File: src/hw/rtl/sfc_pkg.sv
package sfc_pkg;

   localparam int WORD_W   = 16;
   localparam int BYTE_W   = 8;
   localparam int TCENTI_W = 15;
   localparam int HCENTI_W = 14;
   localparam int TPROD_W  = 31;   // 65535 * 17500 < 2^31
   localparam int HPROD_W  = 30;   // 65535 * 10000 < 2^30
   localparam int REM_W    = WORD_W + 1;

   localparam logic [BYTE_W-1:0] CRC_INIT = 8'hFF;
   localparam logic [BYTE_W-1:0] CRC_POLY = 8'h31;

   localparam int unsigned TEMP_SPAN   = 17500;
   localparam int unsigned HUM_SPAN    = 10000;
   localparam int unsigned TEMP_OFFSET = 4500;
   localparam int unsigned FULL_SCALE  = 65535;

   // byte roles within a frame
   localparam logic [2:0] POS_T_HI  = 3'd0;
   localparam logic [2:0] POS_T_LO  = 3'd1;
   localparam logic [2:0] POS_T_CRC = 3'd2;
   localparam logic [2:0] POS_H_HI  = 3'd3;
   localparam logic [2:0] POS_H_LO  = 3'd4;
   localparam logic [2:0] POS_H_CRC = 3'd5;

   typedef struct packed {
      logic [WORD_W-1:0] temperature_word;
      logic [WORD_W-1:0] humidity_word;
      logic              crc_failed;
   } frame_type;

   typedef struct packed {
      logic [WORD_W-1:0]          temp_code;
      logic [WORD_W-1:0]          hum_code;
      logic signed [TCENTI_W-1:0] temperature_centi;
      logic [HCENTI_W-1:0]        humidity_centi;
      logic                       crc_status;
   } result_type;

   // one byte of CRC-8, MSB first, no reflection
   function automatic logic [BYTE_W-1:0] crc_step(input logic [BYTE_W-1:0] crc,
                                                  input logic [BYTE_W-1:0] data);
      logic [BYTE_W-1:0] c;
      c = crc ^ data;
      for (int i = 0; i < BYTE_W; i++) begin
         if (c[BYTE_W-1]) begin
            c = {c[BYTE_W-2:0], 1'b0} ^ CRC_POLY;
         end else begin
            c = {c[BYTE_W-2:0], 1'b0};
         end
      end
      return c;
   endfunction

endpackage

File: src/hw/rtl/sfc_frame.sv
module sfc_frame
   import sfc_pkg::*;
(
   input  logic              clock,
   input  logic              reset,
   input  logic              byte_valid,
   input  logic [BYTE_W-1:0] data_byte,
   input  logic              frame_start,
   output logic              frame_done,
   output frame_type         frame
);

   logic [2:0]        pos_ff, pos_in, pos;
   logic [BYTE_W-1:0] crc_ff, crc_in, crc_base;
   logic [WORD_W-1:0] temp_ff, temp_in;
   logic [WORD_W-1:0] hum_ff, hum_in;
   logic              fail_ff, fail_in, fail_base;

   always_comb begin
      // a start mark or an unreachable position restarts the frame
      pos       = (frame_start || pos_ff > POS_H_CRC) ? POS_T_HI : pos_ff;
      crc_base  = (pos == POS_T_HI) ? CRC_INIT : crc_ff;
      fail_base = (pos == POS_T_HI) ? 1'b0 : fail_ff;

      pos_in  = (pos == POS_H_CRC) ? POS_T_HI : pos + 3'd1;
      crc_in  = crc_base;
      temp_in = temp_ff;
      hum_in  = hum_ff;
      fail_in = fail_base;

      case (pos)
         POS_T_HI: begin
            temp_in = {data_byte, temp_ff[BYTE_W-1:0]};
            crc_in  = crc_step(crc_base, data_byte);
         end
         POS_T_LO: begin
            temp_in = {temp_ff[WORD_W-1:BYTE_W], data_byte};
            crc_in  = crc_step(crc_base, data_byte);
         end
         POS_H_HI: begin
            hum_in = {data_byte, hum_ff[BYTE_W-1:0]};
            crc_in = crc_step(crc_base, data_byte);
         end
         POS_H_LO: begin
            hum_in = {hum_ff[WORD_W-1:BYTE_W], data_byte};
            crc_in = crc_step(crc_base, data_byte);
         end
         default: begin
            // check byte
            if (crc_base != data_byte) begin
               fail_in = 1'b1;
            end
            crc_in = CRC_INIT;
         end
      endcase

      frame_done             = (pos == POS_H_CRC);
      frame.temperature_word = temp_ff;
      frame.humidity_word    = hum_ff;
      frame.crc_failed       = fail_in;
   end

   always_ff @(posedge clock) begin
      if (reset) begin
         pos_ff  <= POS_T_HI;
         crc_ff  <= CRC_INIT;
         temp_ff <= '0;
         hum_ff  <= '0;
         fail_ff <= 1'b0;
      end else if (byte_valid) begin
         pos_ff  <= pos_in;
         crc_ff  <= crc_in;
         temp_ff <= temp_in;
         hum_ff  <= hum_in;
         fail_ff <= fail_in;
      end
   end

endmodule

File: src/hw/rtl/sfc_scale.sv
module sfc_scale
   import sfc_pkg::*;
(
   input  logic       clock,
   input  logic       reset,
   input  logic       frame_valid,
   input  frame_type  frame,
   output logic       frame_ready,
   output logic       out_valid,
   input  logic       out_ready,
   output result_type out_result
);

   logic               s2_valid_ff, s2_valid_in;
   logic [TPROD_W-1:0] t_prod_ff;
   logic [HPROD_W-1:0] h_prod_ff;
   logic [WORD_W-1:0]  t_raw_ff, h_raw_ff;
   logic               fail_ff;

   logic               out_valid_ff, out_valid_in;
   result_type         out_ff, out_in;

   logic               out_free, s2_free;

   logic [TCENTI_W-1:0] t_q0, t_q;
   logic [REM_W-1:0]    t_r0;
   logic [HCENTI_W-1:0] h_q0, h_q;
   logic [REM_W-1:0]    h_r0;

   assign out_free    = !out_valid_ff || out_ready;
   assign s2_free     = !s2_valid_ff || out_free;
   assign frame_ready = s2_free;

   assign s2_valid_in  = s2_free ? frame_valid : s2_valid_ff;
   assign out_valid_in = out_free ? s2_valid_ff : out_valid_ff;

   // x / 65535: with q0 = x >> 16, x = q0*65535 + (lo + q0), and lo + q0 < 2*65535
   always_comb begin
      t_q0 = t_prod_ff[TPROD_W-1:WORD_W];
      t_r0 = {1'b0, t_prod_ff[WORD_W-1:0]} + REM_W'(t_q0);
      t_q  = t_q0 + TCENTI_W'(t_r0 >= REM_W'(FULL_SCALE));

      h_q0 = h_prod_ff[HPROD_W-1:WORD_W];
      h_r0 = {1'b0, h_prod_ff[WORD_W-1:0]} + REM_W'(h_q0);
      h_q  = h_q0 + HCENTI_W'(h_r0 >= REM_W'(FULL_SCALE));

      out_in.temp_code         = t_raw_ff;
      out_in.hum_code          = h_raw_ff;
      out_in.temperature_centi = signed'(t_q - TCENTI_W'(TEMP_OFFSET));
      out_in.humidity_centi    = h_q;
      out_in.crc_status        = fail_ff;
   end

   always_ff @(posedge clock) begin
      if (reset) begin
         s2_valid_ff  <= 1'b0;
         out_valid_ff <= 1'b0;
      end else begin
         s2_valid_ff  <= s2_valid_in;
         out_valid_ff <= out_valid_in;
      end
   end

   always_ff @(posedge clock) begin
      if (frame_valid && s2_free) begin
         t_prod_ff <= TPROD_W'({{(TPROD_W-WORD_W){1'b0}}, frame.temperature_word}
                               * TPROD_W'(TEMP_SPAN));
         h_prod_ff <= HPROD_W'({{(HPROD_W-WORD_W){1'b0}}, frame.humidity_word}
                               * HPROD_W'(HUM_SPAN));
         t_raw_ff  <= frame.temperature_word;
         h_raw_ff  <= frame.humidity_word;
         fail_ff   <= frame.crc_failed;
      end
      if (s2_valid_ff && out_free) begin
         out_ff <= out_in;
      end
   end

   assign out_valid  = out_valid_ff;
   assign out_result = out_ff;

endmodule

File: src/hw/rtl/sensor_frame_crc_convert.sv
// Measurement frame CRC check and conversion, one frame byte per word.
// Throughput: one byte per cycle; a frame's last byte stalls only while the product and
// output stages both hold results.
// Path: after the last byte is accepted, the result passes through the input register, the
// product register and the output register, in that order.
// Reset: synchronous, active high; clears the byte position, the words and all valid
// flags and sets the running CRC to 0xFF, so the next byte is taken as byte 0 of a frame.
module sensor_frame_crc_convert
   import sfc_pkg::*;
(
   input  logic        clock,
   input  logic        reset,
   input  logic        req_tvalid,
   output logic        req_tready,
   input  logic [7:0]  req_tdata,   // [7:0] data_byte
   input  logic        req_tuser,   // [0] frame_start
   output logic        rsp_tvalid,
   input  logic        rsp_tready,
   output logic [63:0] rsp_tdata,   // [15:0] temp_code, [31:16] hum_code,
                                    // [46:32] temperature_centi, [60:47] humidity_centi,
                                    // [63:61] zero
   output logic        rsp_tuser    // [0] crc_status
);

   logic              s1_valid_ff, s1_valid_in;
   logic [BYTE_W-1:0] s1_byte_ff;
   logic              s1_start_ff;
   logic              s1_adv;

   logic              frame_done;
   frame_type         frame;
   logic              scale_ready;
   result_type        result;

   // a byte that closes a frame waits only if the product stage is full
   assign s1_adv      = s1_valid_ff && (!frame_done || scale_ready);
   assign req_tready  = !s1_valid_ff || s1_adv;
   assign s1_valid_in = req_tready ? req_tvalid : s1_valid_ff;

   always_ff @(posedge clock) begin
      if (reset) begin
         s1_valid_ff <= 1'b0;
      end else begin
         s1_valid_ff <= s1_valid_in;
      end
   end

   always_ff @(posedge clock) begin
      if (req_tvalid && req_tready) begin
         s1_byte_ff  <= req_tdata;
         s1_start_ff <= req_tuser;
      end
   end

   sfc_frame u_frame (
      .clock       (clock),
      .reset       (reset),
      .byte_valid  (s1_adv),
      .data_byte   (s1_byte_ff),
      .frame_start (s1_start_ff),
      .frame_done  (frame_done),
      .frame       (frame)
   );

   sfc_scale u_scale (
      .clock       (clock),
      .reset       (reset),
      .frame_valid (s1_adv && frame_done),
      .frame       (frame),
      .frame_ready (scale_ready),
      .out_valid   (rsp_tvalid),
      .out_ready   (rsp_tready),
      .out_result  (result)
   );

   assign rsp_tdata = {3'b000, result.humidity_centi, result.temperature_centi,
                       result.hum_code, result.temp_code};
   assign rsp_tuser = result.crc_status;

endmodule

File: config.mk
export PLATFORM = sky130hd
export DESIGN_NAME = sensor_frame_crc_convert
export DESIGN_NICKNAME = d
export VERILOG_FILES = /design/src/hw/rtl/sfc_pkg.sv /design/src/hw/rtl/sfc_frame.sv /design/src/hw/rtl/sfc_scale.sv /design/src/hw/rtl/sensor_frame_crc_convert.sv
export SDC_FILE = /design/constraint.sdc
export NUM_CORES = 1
export LEC_CHECK = 0
export BUFFER_PORTS_ARGS = -buffer_cell sky130_fd_sc_hd__buf_2
export CAP_MARGIN = 40
export CORE_MARGIN = 4
export CORE_UTILIZATION = 55
export CTS_CLUSTER_DIAMETER = 50
export DETAILED_ROUTE_END_ITERATION = 7
export PLACE_DENSITY = 0.79
export SYNTH_ARGS = -nofsm -noshare
export SYNTH_HDL_FRONTEND = slang
export SYNTH_SLANG_ARGS = --single-unit
export TNS_END_PERCENT = 5
File: constraint.sdc
create_clock -name clock -period 7.7 [get_ports clock]
set_input_delay 1.54 -clock clock [delete_from_list [all_inputs] [get_ports clock]]
set_output_delay 1.54 -clock clock [all_outputs]
set_load 0.05 [all_outputs]
* After elaboration in Yosys (flattened, before gate mapping)
Index checks and enable logic that the tools add are counted.
** Operators by class
- Reductions and logical operators :: 20
- Bitwise gates (word level) :: 34
- $mul :: 2
- Eq/ne operators :: 5
- Add/subtract/negate cells :: 6
- Muxes and demuxes :: 66
- $lt $le $gt $ge :: 3
** Operators with widths (count)
- 8-bit two-way mux :: 29
- 6-bit two-way mux :: 29
- 3-bit NOT :: 29
- 16-bit case mux with 2 select lines :: 2
- 17-bit by 16-bit greater-or-equal comparator with 1-bit output (second input constant) :: 2
- 8-bit case mux with 4 select lines :: 1
- 16-bit by 13-bit multiplier with 29-bit output (second input constant) :: 1
- 16-bit by 10-bit multiplier with 26-bit output (second input constant) :: 1
- 16-bit by 14-bit adder with 17-bit output :: 1
- 16-bit by 15-bit adder with 17-bit output :: 1
- 15-bit by 1-bit adder with 15-bit output :: 1
- 15-bit by 13-bit subtractor with 15-bit output (second input constant) :: 1
- 14-bit by 1-bit adder with 14-bit output :: 1
- 3-bit AND reduction :: 4
- 8-bit inequality test :: 1
- 8-bit bitwise XOR :: 1
- 3-bit == test (second input constant) :: 2
- 3-bit two-way mux :: 2
- 1-bit logical AND :: 5
- 1-bit logical OR :: 5
- 1-bit zero test :: 4
- 1-bit NOT :: 4
- 4-bit OR reduction :: 1
- 3-bit by 1-bit adder with 3-bit output (second input constant) :: 1
- 5 further kinds :: 7
** Storage, ports and cells
- Bits in registers :: 206
- Input port bits :: 13
- Logic and storage cells :: 158
- Output and inout bits :: 67

* Depth between registers and ports, before layout
Gate-level depths: netlist of run 1.
- Depth in word-level cells :: 30
- Mapped depth :: 19
- Mapped depth without buffers :: 19

* By module
A second synthesis of run 1 with hierarchy kept.
** Unflattened totals
- Cell total of the unflattened synthesis :: 1317
- Area total of the unflattened synthesis :: 14435.1 µm²
** Modules (own cells, without submodules)
- sfc_scale :: seq. area each 4394.2 µm², cells each 1057, instances 1, area each 11979.0 µm²
- sfc_frame :: seq. area each 880.8 µm², cells each 239, instances 1, area each 2079.5 µm²
- sensor_frame_crc_convert :: seq. area each 290.3 µm², cells each 21, instances 1, area each 376.6 µm²

* Least setup slack after synthesis of run 1
OpenSTA, ideal clock, no wires.
- Path kind :: input -> register
- Start :: in rsp_tready
- End :: reg u_scale.fail_ff (enable)
- Path slack :: 1.816 ns
- Data arrival time :: 5.360 ns
- Stages on the path :: 4
- Path buffers :: 1
- Setup time :: 0.525 ns
- Required time :: 7.175 ns
- Path through :: nor2b_1 and2_1 clkbuf_1 nor2_1
** On the way
- Cells in the longest elaborated chain, start to end :: 6
** Ends and longest elaborated chain
- start: declaration :: RTL line sensor_frame_crc_convert.sv:18 : input logic rsp_tready,
- 1-bit logical OR (*) :: RTL line sfc_scale.sv:30 : assign out_free = !out_valid_ff || out_ready;
- 1-bit logical OR (*) :: RTL line sfc_scale.sv:31 : assign s2_free = !s2_valid_ff || out_free;
- 1-bit logical OR :: RTL line sensor_frame_crc_convert.sv:36 : assign s1_adv = s1_valid_ff && (!frame_done || scale_ready);
- 1-bit logical AND :: RTL line sensor_frame_crc_convert.sv:36
- 1-bit logical AND :: RTL line sensor_frame_crc_convert.sv:68 : .frame_valid (s1_adv && frame_done),
- 1-bit logical AND (*) :: RTL line sfc_scale.sv:65 : if (frame_valid && s2_free) begin
- end signal: assignment :: RTL line sfc_scale.sv:72 : fail_ff <= frame.crc_failed;
- end: declaration :: RTL line sfc_scale.sv:18 : logic fail_ff;
Mark *: on every way between the ends. The rest lies on a longest branch, timed or not.
A chain may end at the register's enable or synchronous reset.

* Worst setup path after layout of run 1
- Start :: reg u_frame.hum_ff[8]
- End :: reg u_scale.h_prod_ff[26], data pin
** On the way
- Cells in the longest elaborated chain, start to end :: 1
** Ends and longest elaborated chain
- start: declaration :: RTL line sfc_frame.sv:16 : logic [WORD_W-1:0] hum_ff, hum_in;
- start signal: assignment :: RTL line sfc_frame.sv:74 : hum_ff <= hum_in;
- 16-bit by 10-bit multiplier with 26-bit output :: RTL line sfc_scale.sv:69 : * HPROD_W'(HUM_SPAN));
- end signal: assignment :: RTL line sfc_scale.sv:68 : h_prod_ff <= HPROD_W'({{(HPROD_W-WORD_W){1'b0}}, frame.humidity_word}
- end: declaration :: RTL line sfc_scale.sv:16 : logic [HPROD_W-1:0] h_prod_ff;
Every way passes these cells.

==> metrics.md, run 1 <==
| Metric | Value |
|---|---|
| Die ar. | `28900 µm²` |
| Fin. max-slew vios | `0` |
| Crit path launch type | `flip-flop` |
| CP max stage delay | `530 ps` |
| N_diodes | `0` |
| Fill cells | `2030` |
| Reg2reg end | `u_scale.h_prod_ff[26]` |
| Synth warn | `0` |
| FF+latch count, synth | `201` |
| Worst r2r src | `u_frame.hum_ff[8]` |
| H-tree Lvls | `1` |
| Top FF cell, synth | `edfxtp_1` |
| Layout cell share with drive strength beyond 1 | `0.105` |
| Leakage power | `0.00751 µW` |
| DRC | `0` |
| Via count | `9575` |
| Routed WL | `28.0 mm` |
| CTS Buffer Depth | `3` |
| FF/Latch Area | `5570 µm²` |
| Commonest non-fill, non-tap cell in the layout | `inv_1` |
| Most frequent cells in the layout | `inv_1, ha_1, edfxtp_1` |
| Worst-path fanout max | `5` |
| Core Rows | `59` |
| Max IR drop VDD | `188 µV` |
| Initial antenna violation count | `0` |
| Final antenna-violating net count | `0` |
| Via/cell ratio | `5.45` |
| Cell Pwr Density | `166 nW/µm²` |
| TritonCTS clock tree | `built` |
| Sequential share of the synthesized area | `0.386` |
| Cell count after synthesis | `1319` |
| CP startpoint | `u_frame.hum_ff[8]` |
| Final hold violation count | `0` |
| Layout Skew | `19.3 ps` |
| Post-DP HPWL | `21.6 mm` |
| Fmax | `198 MHz` |
| Footprint of the multi-input gates | `7910 µm²` |
| Adder and majority gate portion of the synthesized area | `0.284` |
| Crit path cell chain | `inv_1, fa_1, inv_1, ha_1, fa_1, ha_1, inv_1, fa_1, inv_1, ha_1, a21oi_1, nor2b_1, a311oi_1, a21oi_1, o31ai_2, mux2i_1, nand3_1` |
| Largest net degree at the start of global routing | `63` |
| Fin Setup TNS | `0 ps` |
| Synthesis-to-finish area growth | `11.3%` |
| Post-synthesis mux area share | `0.0140` |
| Final #Nets | `1692` |
| # setup viols final | `0` |
| Worst Path Required | `7980 ps` |
| EDFF count, synth | `154` |
| Cell at the slowest stage of the critical path | `fa_1` |
| R2R Setup Slk | `2640 ps` |
| Hold Path Depth | `0` |
| CTS root buf | `clkbuf_16` |
| IO buf count | `76` |
| WHS Endpoint | `u_scale.out_result[50]` |
| Global-route wire length before repair | `46.0 mm` |
| Final worst path period share | `0.657` |
| Synth Area in XOR/XNOR | `0.0565` |
| Clock-pin transition on the worst setup and hold timing paths | `60 ps` |
| Core area | `25900 µm²` |
| Syn avg cell area | `10.9 µm²` |
| HP Start | `u_scale.t_raw_ff[4]` |
| Area contributors post-synth | `edfxtp_1, ha_1, fa_1` |
| Hold Buf Count CTS | `0` |
| Worst Path Arrival | `5340 ps` |
| Synth cell types | `74` |
| Number of global-route vias before repair | `9424` |
| RD Place Congestion | `0.933` |
| Most used cell, CP | `inv_1` |
| Inserted Clock Buffers | `27` |
| Grt ovf | `0` |
| Worst setup EP type | `flip-flop` |
| Crit path time final | `5060 ps` |
| Netlist Area Pre-Place | `14400 µm²` |
| Die Span Y | `170 µm` |
| Post-synth top area cell | `edfxtp_1` |
| Setup Buffers After CTS | `0` |
| Total GRT Usage | `0.194` |
| Die Wd | `170 µm` |
| Hold WC Path Type | `reg2reg` |
| Reg2Reg Depth | `17` |
| Initial drt markers | `517` |
| CTS Sinks | `201` |
| Final instance area | `16100 µm²` |
| Synth Area in Simple Gates | `0.0921` |
| Routed len/inst | `16.0 µm` |
| # IOs | `80` |
| Worst slew pin tran | `867 ps` |
| Post-synth top area share | `0.320` |
| Worst-Skew Late Latency | `540 ps` |
| Max transition margin | `0.419` |
| DRT Pass-1 Iters | `4` |
| Initial Utilization | `0.557` |
| Worst Path Class, Setup | `reg2reg` |
| Fraction of registers with async set/reset | `0` |
| Max-cap violations | `0` |
| Post-cts resize count | `0` |
| Placed Area | `15100 µm²` |
| Status | `completed` |
| Compound-Gate Fraction of Synth Area | `0.0996` |
| Largest family of logic cells by synthesized area | `adder cells` |
| RSZ-0062 raised after global routing | `no` |
==> cells by family after synthesis <==
kind of cell             count (synthesis)
buffers and inverters                  254
other                                    1
multiplexers                            19
flip-flops                             201
XOR/XNOR                                89
AND/OR/NAND/NOR                        266
adder cells (fa/ha/maj)                278
AO/OA/AOI/OAI                          211
==> stage by stage <==
step	setup slack [ps]	util	hold WS (ps)	instances	power [µW]
floorplan	1820	-	400	1321	1390
global placement	2770	0.584	400	1706	1440
detailed placement	2700	0.584	407	1707	1440
CTS	2680	0.620	419	1757	2690
global route	2400	0.620	428	1757	2770
finish	2640	0.620	415	1757	2660
==> cell usage after synthesis, types with 10 or more instances <==
cell      number
inv_1        226
ha_1         196
edfxtp_1     154
fa_1          82
a21oi_1       66
nor2_1        63
nand2_1       62
xnor2_1       59
dfxtp_1       47
nand3_1       30
nor3_1        28
xor2_1        27
a21o_1        21
o21ai_0       19
mux2i_1       18
clkbuf_1      15
nand2b_1      15
and3_1        13
nor2b_1       11
o21a_1        11
a31oi_1       10
==> critical path, delay by kind of cell, from the launching register on <==
family | cells | cell delay, ps
compound gates | 4 | 1090
simple gates | 2 | 180
mux | 1 | 230
flops | 1 | 490
buf+inv | 4 | 330
fa+ha+maj | 6 | 2460
==> report_power, final <==
| group | internal, µW | leakage (µW) | switching (µW) | total, µW |
|---|---|---|---|---|
| registers | 1170 | 0.00167 | 27.9 | 1200 |
| logic | 96.4 | 0.00537 | 128 | 224 |
| clock network | 742 | 0.000460 | 496 | 1240 |
| total | 2010 | 0.00751 | 652 | 2660 |
==> metal layers <==
layer  up-vias  track usage  routed length, µm
met5         -            0                  0
met3        44       0.0318               1390
met4         0       0.0545                680
met1      4570        0.266              13000
li1       4765            -                  -
met2       196        0.321              13000
==> area by class of cell <==
cell class | instances | area share
clock inverter | 16 | 0.0106
tap | 335 | 0.0261
inverter | 226 | 0.0528
sequential | 201 | 0.347
clock buffer | 34 | 0.0465
timing repair buffer | 79 | 0.0251
multi-input combinational | 866 | 0.492
==> worst max path at each step <==
stage / end / slack [ps] / cells after the start
finish: u_scale.h_prod_ff[26] / 2640 / 17
global route: u_scale.h_prod_ff[26] / 2400 / 17
CTS: u_scale.h_prod_ff[26] / 2680 / 17
detailed placement: u_scale.h_prod_ff[26] / 2700 / 17
global placement: u_scale.h_prod_ff[26] / 2770 / 16
floorplan: u_scale.fail_ff / 1820 / 4
==> state kept, by name, indices dropped and copies added (netlist names) <==
signal and count:
u_frame.fail_ff 1, s1_byte_ff 8, u_frame.pos_ff 3, u_scale.out_result 62, s1_start_ff 1, u_frame.crc_ff 8, u_scale.h_prod_ff 22, u_scale.s2_valid_ff 1
u_scale.h_raw_ff 16, s1_valid_ff 1, u_scale.t_raw_ff 16, u_frame.temp_ff 16, u_scale.t_prod_ff 28, u_scale.fail_ff 1, u_frame.hum_ff 16, u_scale.out_valid 1
(Power assumes the default switching activity.)
==> run 2: changes to the inputs <==
Settings changed: ABC_AREA from default to 1.
Clock period 7.7 ns to 4.7 ns, I/O delays scaled along.
==> run 2 against run 1 <==
  * Cell area is 1.6% higher
  * Largest cell class unchanged
  * First-iteration DRC count is 41% higher
  * Count of clock-buffer cells in the layout down 3
  * Synthesized cell count increased by 9.6%
  * Area after synthesis about the same
  * Clock power up 69%
  * Power rose by 71%
==> metrics.md, run 2 <==
| Metric | Value |
|---|---|
| Number of global-route vias before repair | `10100 (+7.1%)` |
| Final hold violation count | `0 (unchanged)` |
| DR WL met3 | `1.42 mm (+2.7%)` |
| IO buf count | `76 (unchanged)` |
| Largest net degree at the start of global routing | `63 (unchanged)` |
| Via/cell ratio | `5.32 (-2.4%)` |
| Top FF cell, synth | `edfxtp_1` |
| Worst-path fanout max | `6 (+1)` |
| Max reg flops | `62 (unchanged)` |
| Syn avg cell area | `9.98 µm² (-8.8%)` |
| Post-synth top area cell | `edfxtp_1` |
| H-tree Lvls | `1 (unchanged)` |
| Worst slew pin tran | `913 ps (+45.6 ps)` |
| Core Rows | `59 (unchanged)` |
| Setup Buffers After CTS | `0 (unchanged)` |
| Layout cell share with drive strength beyond 1 | `0.130 (+0.0244)` |
| Initial drt markers | `730 (+41%)` |
| Post-cts resize count | `0 (unchanged)` |
| Fmax | `224 MHz (+13%)` |
| Fin. max-slew vios | `0 (unchanged)` |
| Initial Utilization | `0.557 (about the same)` |
| Placed Area | `15300 µm² (+1.3%)` |
| Cell at the slowest stage of the critical path | `fa_1` |
| Final Non-Filler Cells | `1913 (+8.9%)` |
| Final antenna-violating net count | `0 (unchanged)` |
| RD Place Congestion | `0.937 (+0.46%)` |
| Max-cap violations | `0 (unchanged)` |
| Die ar. | `28900 µm² (about the same)` |
| CTS Buffer Depth | `3 (unchanged)` |
| Worst Path Arrival | `4740 ps (-600 ps)` |
| Layout Skew | `9.79 ps (-9.47 ps)` |
| CP max stage delay | `530 ps (about the same)` |
| Die Wd | `170 µm (about the same)` |
| # setup viols final | `0 (unchanged)` |
| Clock-pin transition on the worst setup and hold timing paths | `60 ps (about the same)` |
| Max transition margin | `0.391 (-0.0277)` |
| Crit path time final | `4470 ps (-596 ps)` |
| Worst-Skew Late Latency | `530 ps (about the same)` |
| R2R Setup Slk | `230 ps (-2400 ps)` |
| Inserted Clock Buffers | `27 (unchanged)` |
| EDFF count, synth | `154 (unchanged)` |
| Hold Buf Count CTS | `0 (unchanged)` |
| DRT Pass-1 Iters | `5 (+1)` |
| Most frequent cells in the layout | `inv_1, ha_1, nand2_1` |
| Cell count after synthesis | `1445 (+9.6%)` |
| Final instance area | `16300 µm² (+1.6%)` |
| Die Span Y | `170 µm (about the same)` |
| Core area | `25900 µm² (unchanged)` |
| FF+latch count, synth | `201 (unchanged)` |
| Crit path launch type | `flip-flop` |
| # IOs | `80 (unchanged)` |
| Commonest non-fill, non-tap cell in the layout | `inv_1` |
| Grt ovf | `0 (unchanged)` |
| Status | `completed` |
| Via count | `10200 (+6.3%)` |
| Sequential share of the synthesized area | `0.386 (about the same)` |
| Crit path cell chain | `inv_1, ha_1, inv_1, ha_1, ha_1, fa_1, inv_1, fa_1, inv_1, ha_1, nand2_1, nor4_1, nand4_1, nand3_1, a31oi_1, xor2_1` |
| Final #Nets | `1848 (+9.2%)` |
| Initial antenna violation count | `0 (unchanged)` |
| Synth warn | `0 (unchanged)` |
| DRT met1 WL | `13.4 mm (+3.6%)` |
| Routed len/inst | `15.3 µm (-4.1%)` |
| Most common library cells after synthesis | `inv_1, ha_1, nand2_1` |
| Placed cell count | `1863 (+9.1%)` |
| Synthesis-to-finish area growth | `13.1%` |
| Fraction of registers with async set/reset | `0 (unchanged)` |
| CTS Sinks | `201 (unchanged)` |
| Area contributors post-synth | `edfxtp_1, ha_1, fa_1` |
| Routed WL | `29.3 mm (+4.4%)` |
| Met2 WL post-DR | `13.8 mm (+6.5%)` |
| DRC | `0 (unchanged)` |
| Total GRT Usage | `0.205 (+0.0117)` |
| Most common cell in the netlist | `inv_1` |
| Post-DP HPWL | `23.3 mm (+7.7%)` |
| TritonCTS clock tree | `built` |
| Worst Path Class, Setup | `reg2reg` |
| Leakage power | `0.00804 µW (+7.0%)` |
| Netlist Area Pre-Place | `14400 µm² (about the same)` |
| Fin Setup TNS | `0 ps (unchanged)` |
| Top Layer Used | `met4` |
| Fill cells | `2080 (+2.5%)` |
| Final worst path period share | `0.950 (+0.293)` |
| Worst Path Required | `4970 ps (-3010 ps)` |
| CTS root buf | `clkbuf_16` |
| Worst setup EP type | `flip-flop` |
| Final core occ | `0.630 (+0.00999)` |
| Synth cell types | `56 (-24%)` |
| Global-route wire length before repair | `48.7 mm (+6.0%)` |
| N_diodes | `0 (unchanged)` |
| Cell Pwr Density | `280 nW/µm² (+69%)` |
| Hold WC Path Type | `reg2reg` |
| Post-synth top area share | `0.321 (about the same)` |
| Max IR drop VDD | `298 µV (+58%)` |
==> run 2: changes by cell type after synthesis, moves of 11 or more <==
cell / before / now
nor3_1: 28 / 10
o21ai_0: 19 / 66
xor2_1: 27 / 49
nand2_1: 62 / 167
xnor2_1: 59 / 21
nor2b_1: 11 / 0
a21o_1: 21 / 5
nand2_2: 0 / 14
nand3_1: 30 / 56
inv_1: 226 / 282
nand2b_1: 15 / 0
mux2i_1: 18 / 0
a21oi_1: 66 / 106
==> run 2: per-layer routing <==
layer,up-vias,global-route usage
met1,4832,0.287
li1,5062,-
met3,48,0.0242
met2,233,0.347
met5,-,0
met4,0,0.0483
==> run 2: metrics by stage <==
stage          power [µW]  setup WS [ps]  hold slack [ps]
6_report             4560            234              416
5_1_grt              4770          -9.51              413
4_1_cts              4610           2.17              413
3_5_place_dp         2500           14.6              407
3_3_place_gp         2480            132              402
2_1_floorplan        2370            221              400
==> run 2: cell families after synthesis <==
kind of cell,after synthesis,synth area share
flip-flops,201,0.386
AND/OR/NAND/NOR,361,0.113
other,1,0.000260
buffers and inverters,304,0.0817
adder cells (fa/ha/maj),278,0.284
XOR/XNOR,76,0.0493
AO/OA/AOI/OAI,224,0.0866
==> run 2: cell type report <==
type	instances	area, µm²	share of cell area
sequential	201	5580	0.342
clock inverter	19	234	0.0143
multi-input combinational	942	7740	0.474
inverter	289	1090	0.0666
tap	335	419	0.0257
timing repair buffer	96	551	0.0337
clock buffer	31	711	0.0436
==> run 2: worst max-delay path, delay by kind of cell, from the launching register on <==
family / cells / cell delay (ps)
AOI/OAI and AO/OA: 1 / 120
xor gates and xnor gates: 1 / 150
adders and majority gates: 6 / 2320
buffers and inverters: 4 / 250
DFF: 1 / 460
and+or+nand+nor: 4 / 910
==> run 2: final timing paths <==
| check | from | end | cells after the start |
|---|---|---|---|
| hold / removal | u_scale.t_raw_ff[15] | u_scale.out_result[61] | 0 |
| setup / recovery | u_frame.temp_ff[14] | u_scale.t_prod_ff[28] | 16 |
| hold reg to reg | u_scale.t_raw_ff[15] | u_scale.out_result[61] | 0 |
| setup reg to reg | u_frame.temp_ff[14] | u_scale.t_prod_ff[28] | 16 |
==> run 2: where the power goes <==
group	leakage, µW	switching, µW	internal, µW
clock network	0.000466	812	1280
registers	0.00179	30.2	1930
logic	0.00578	316	190
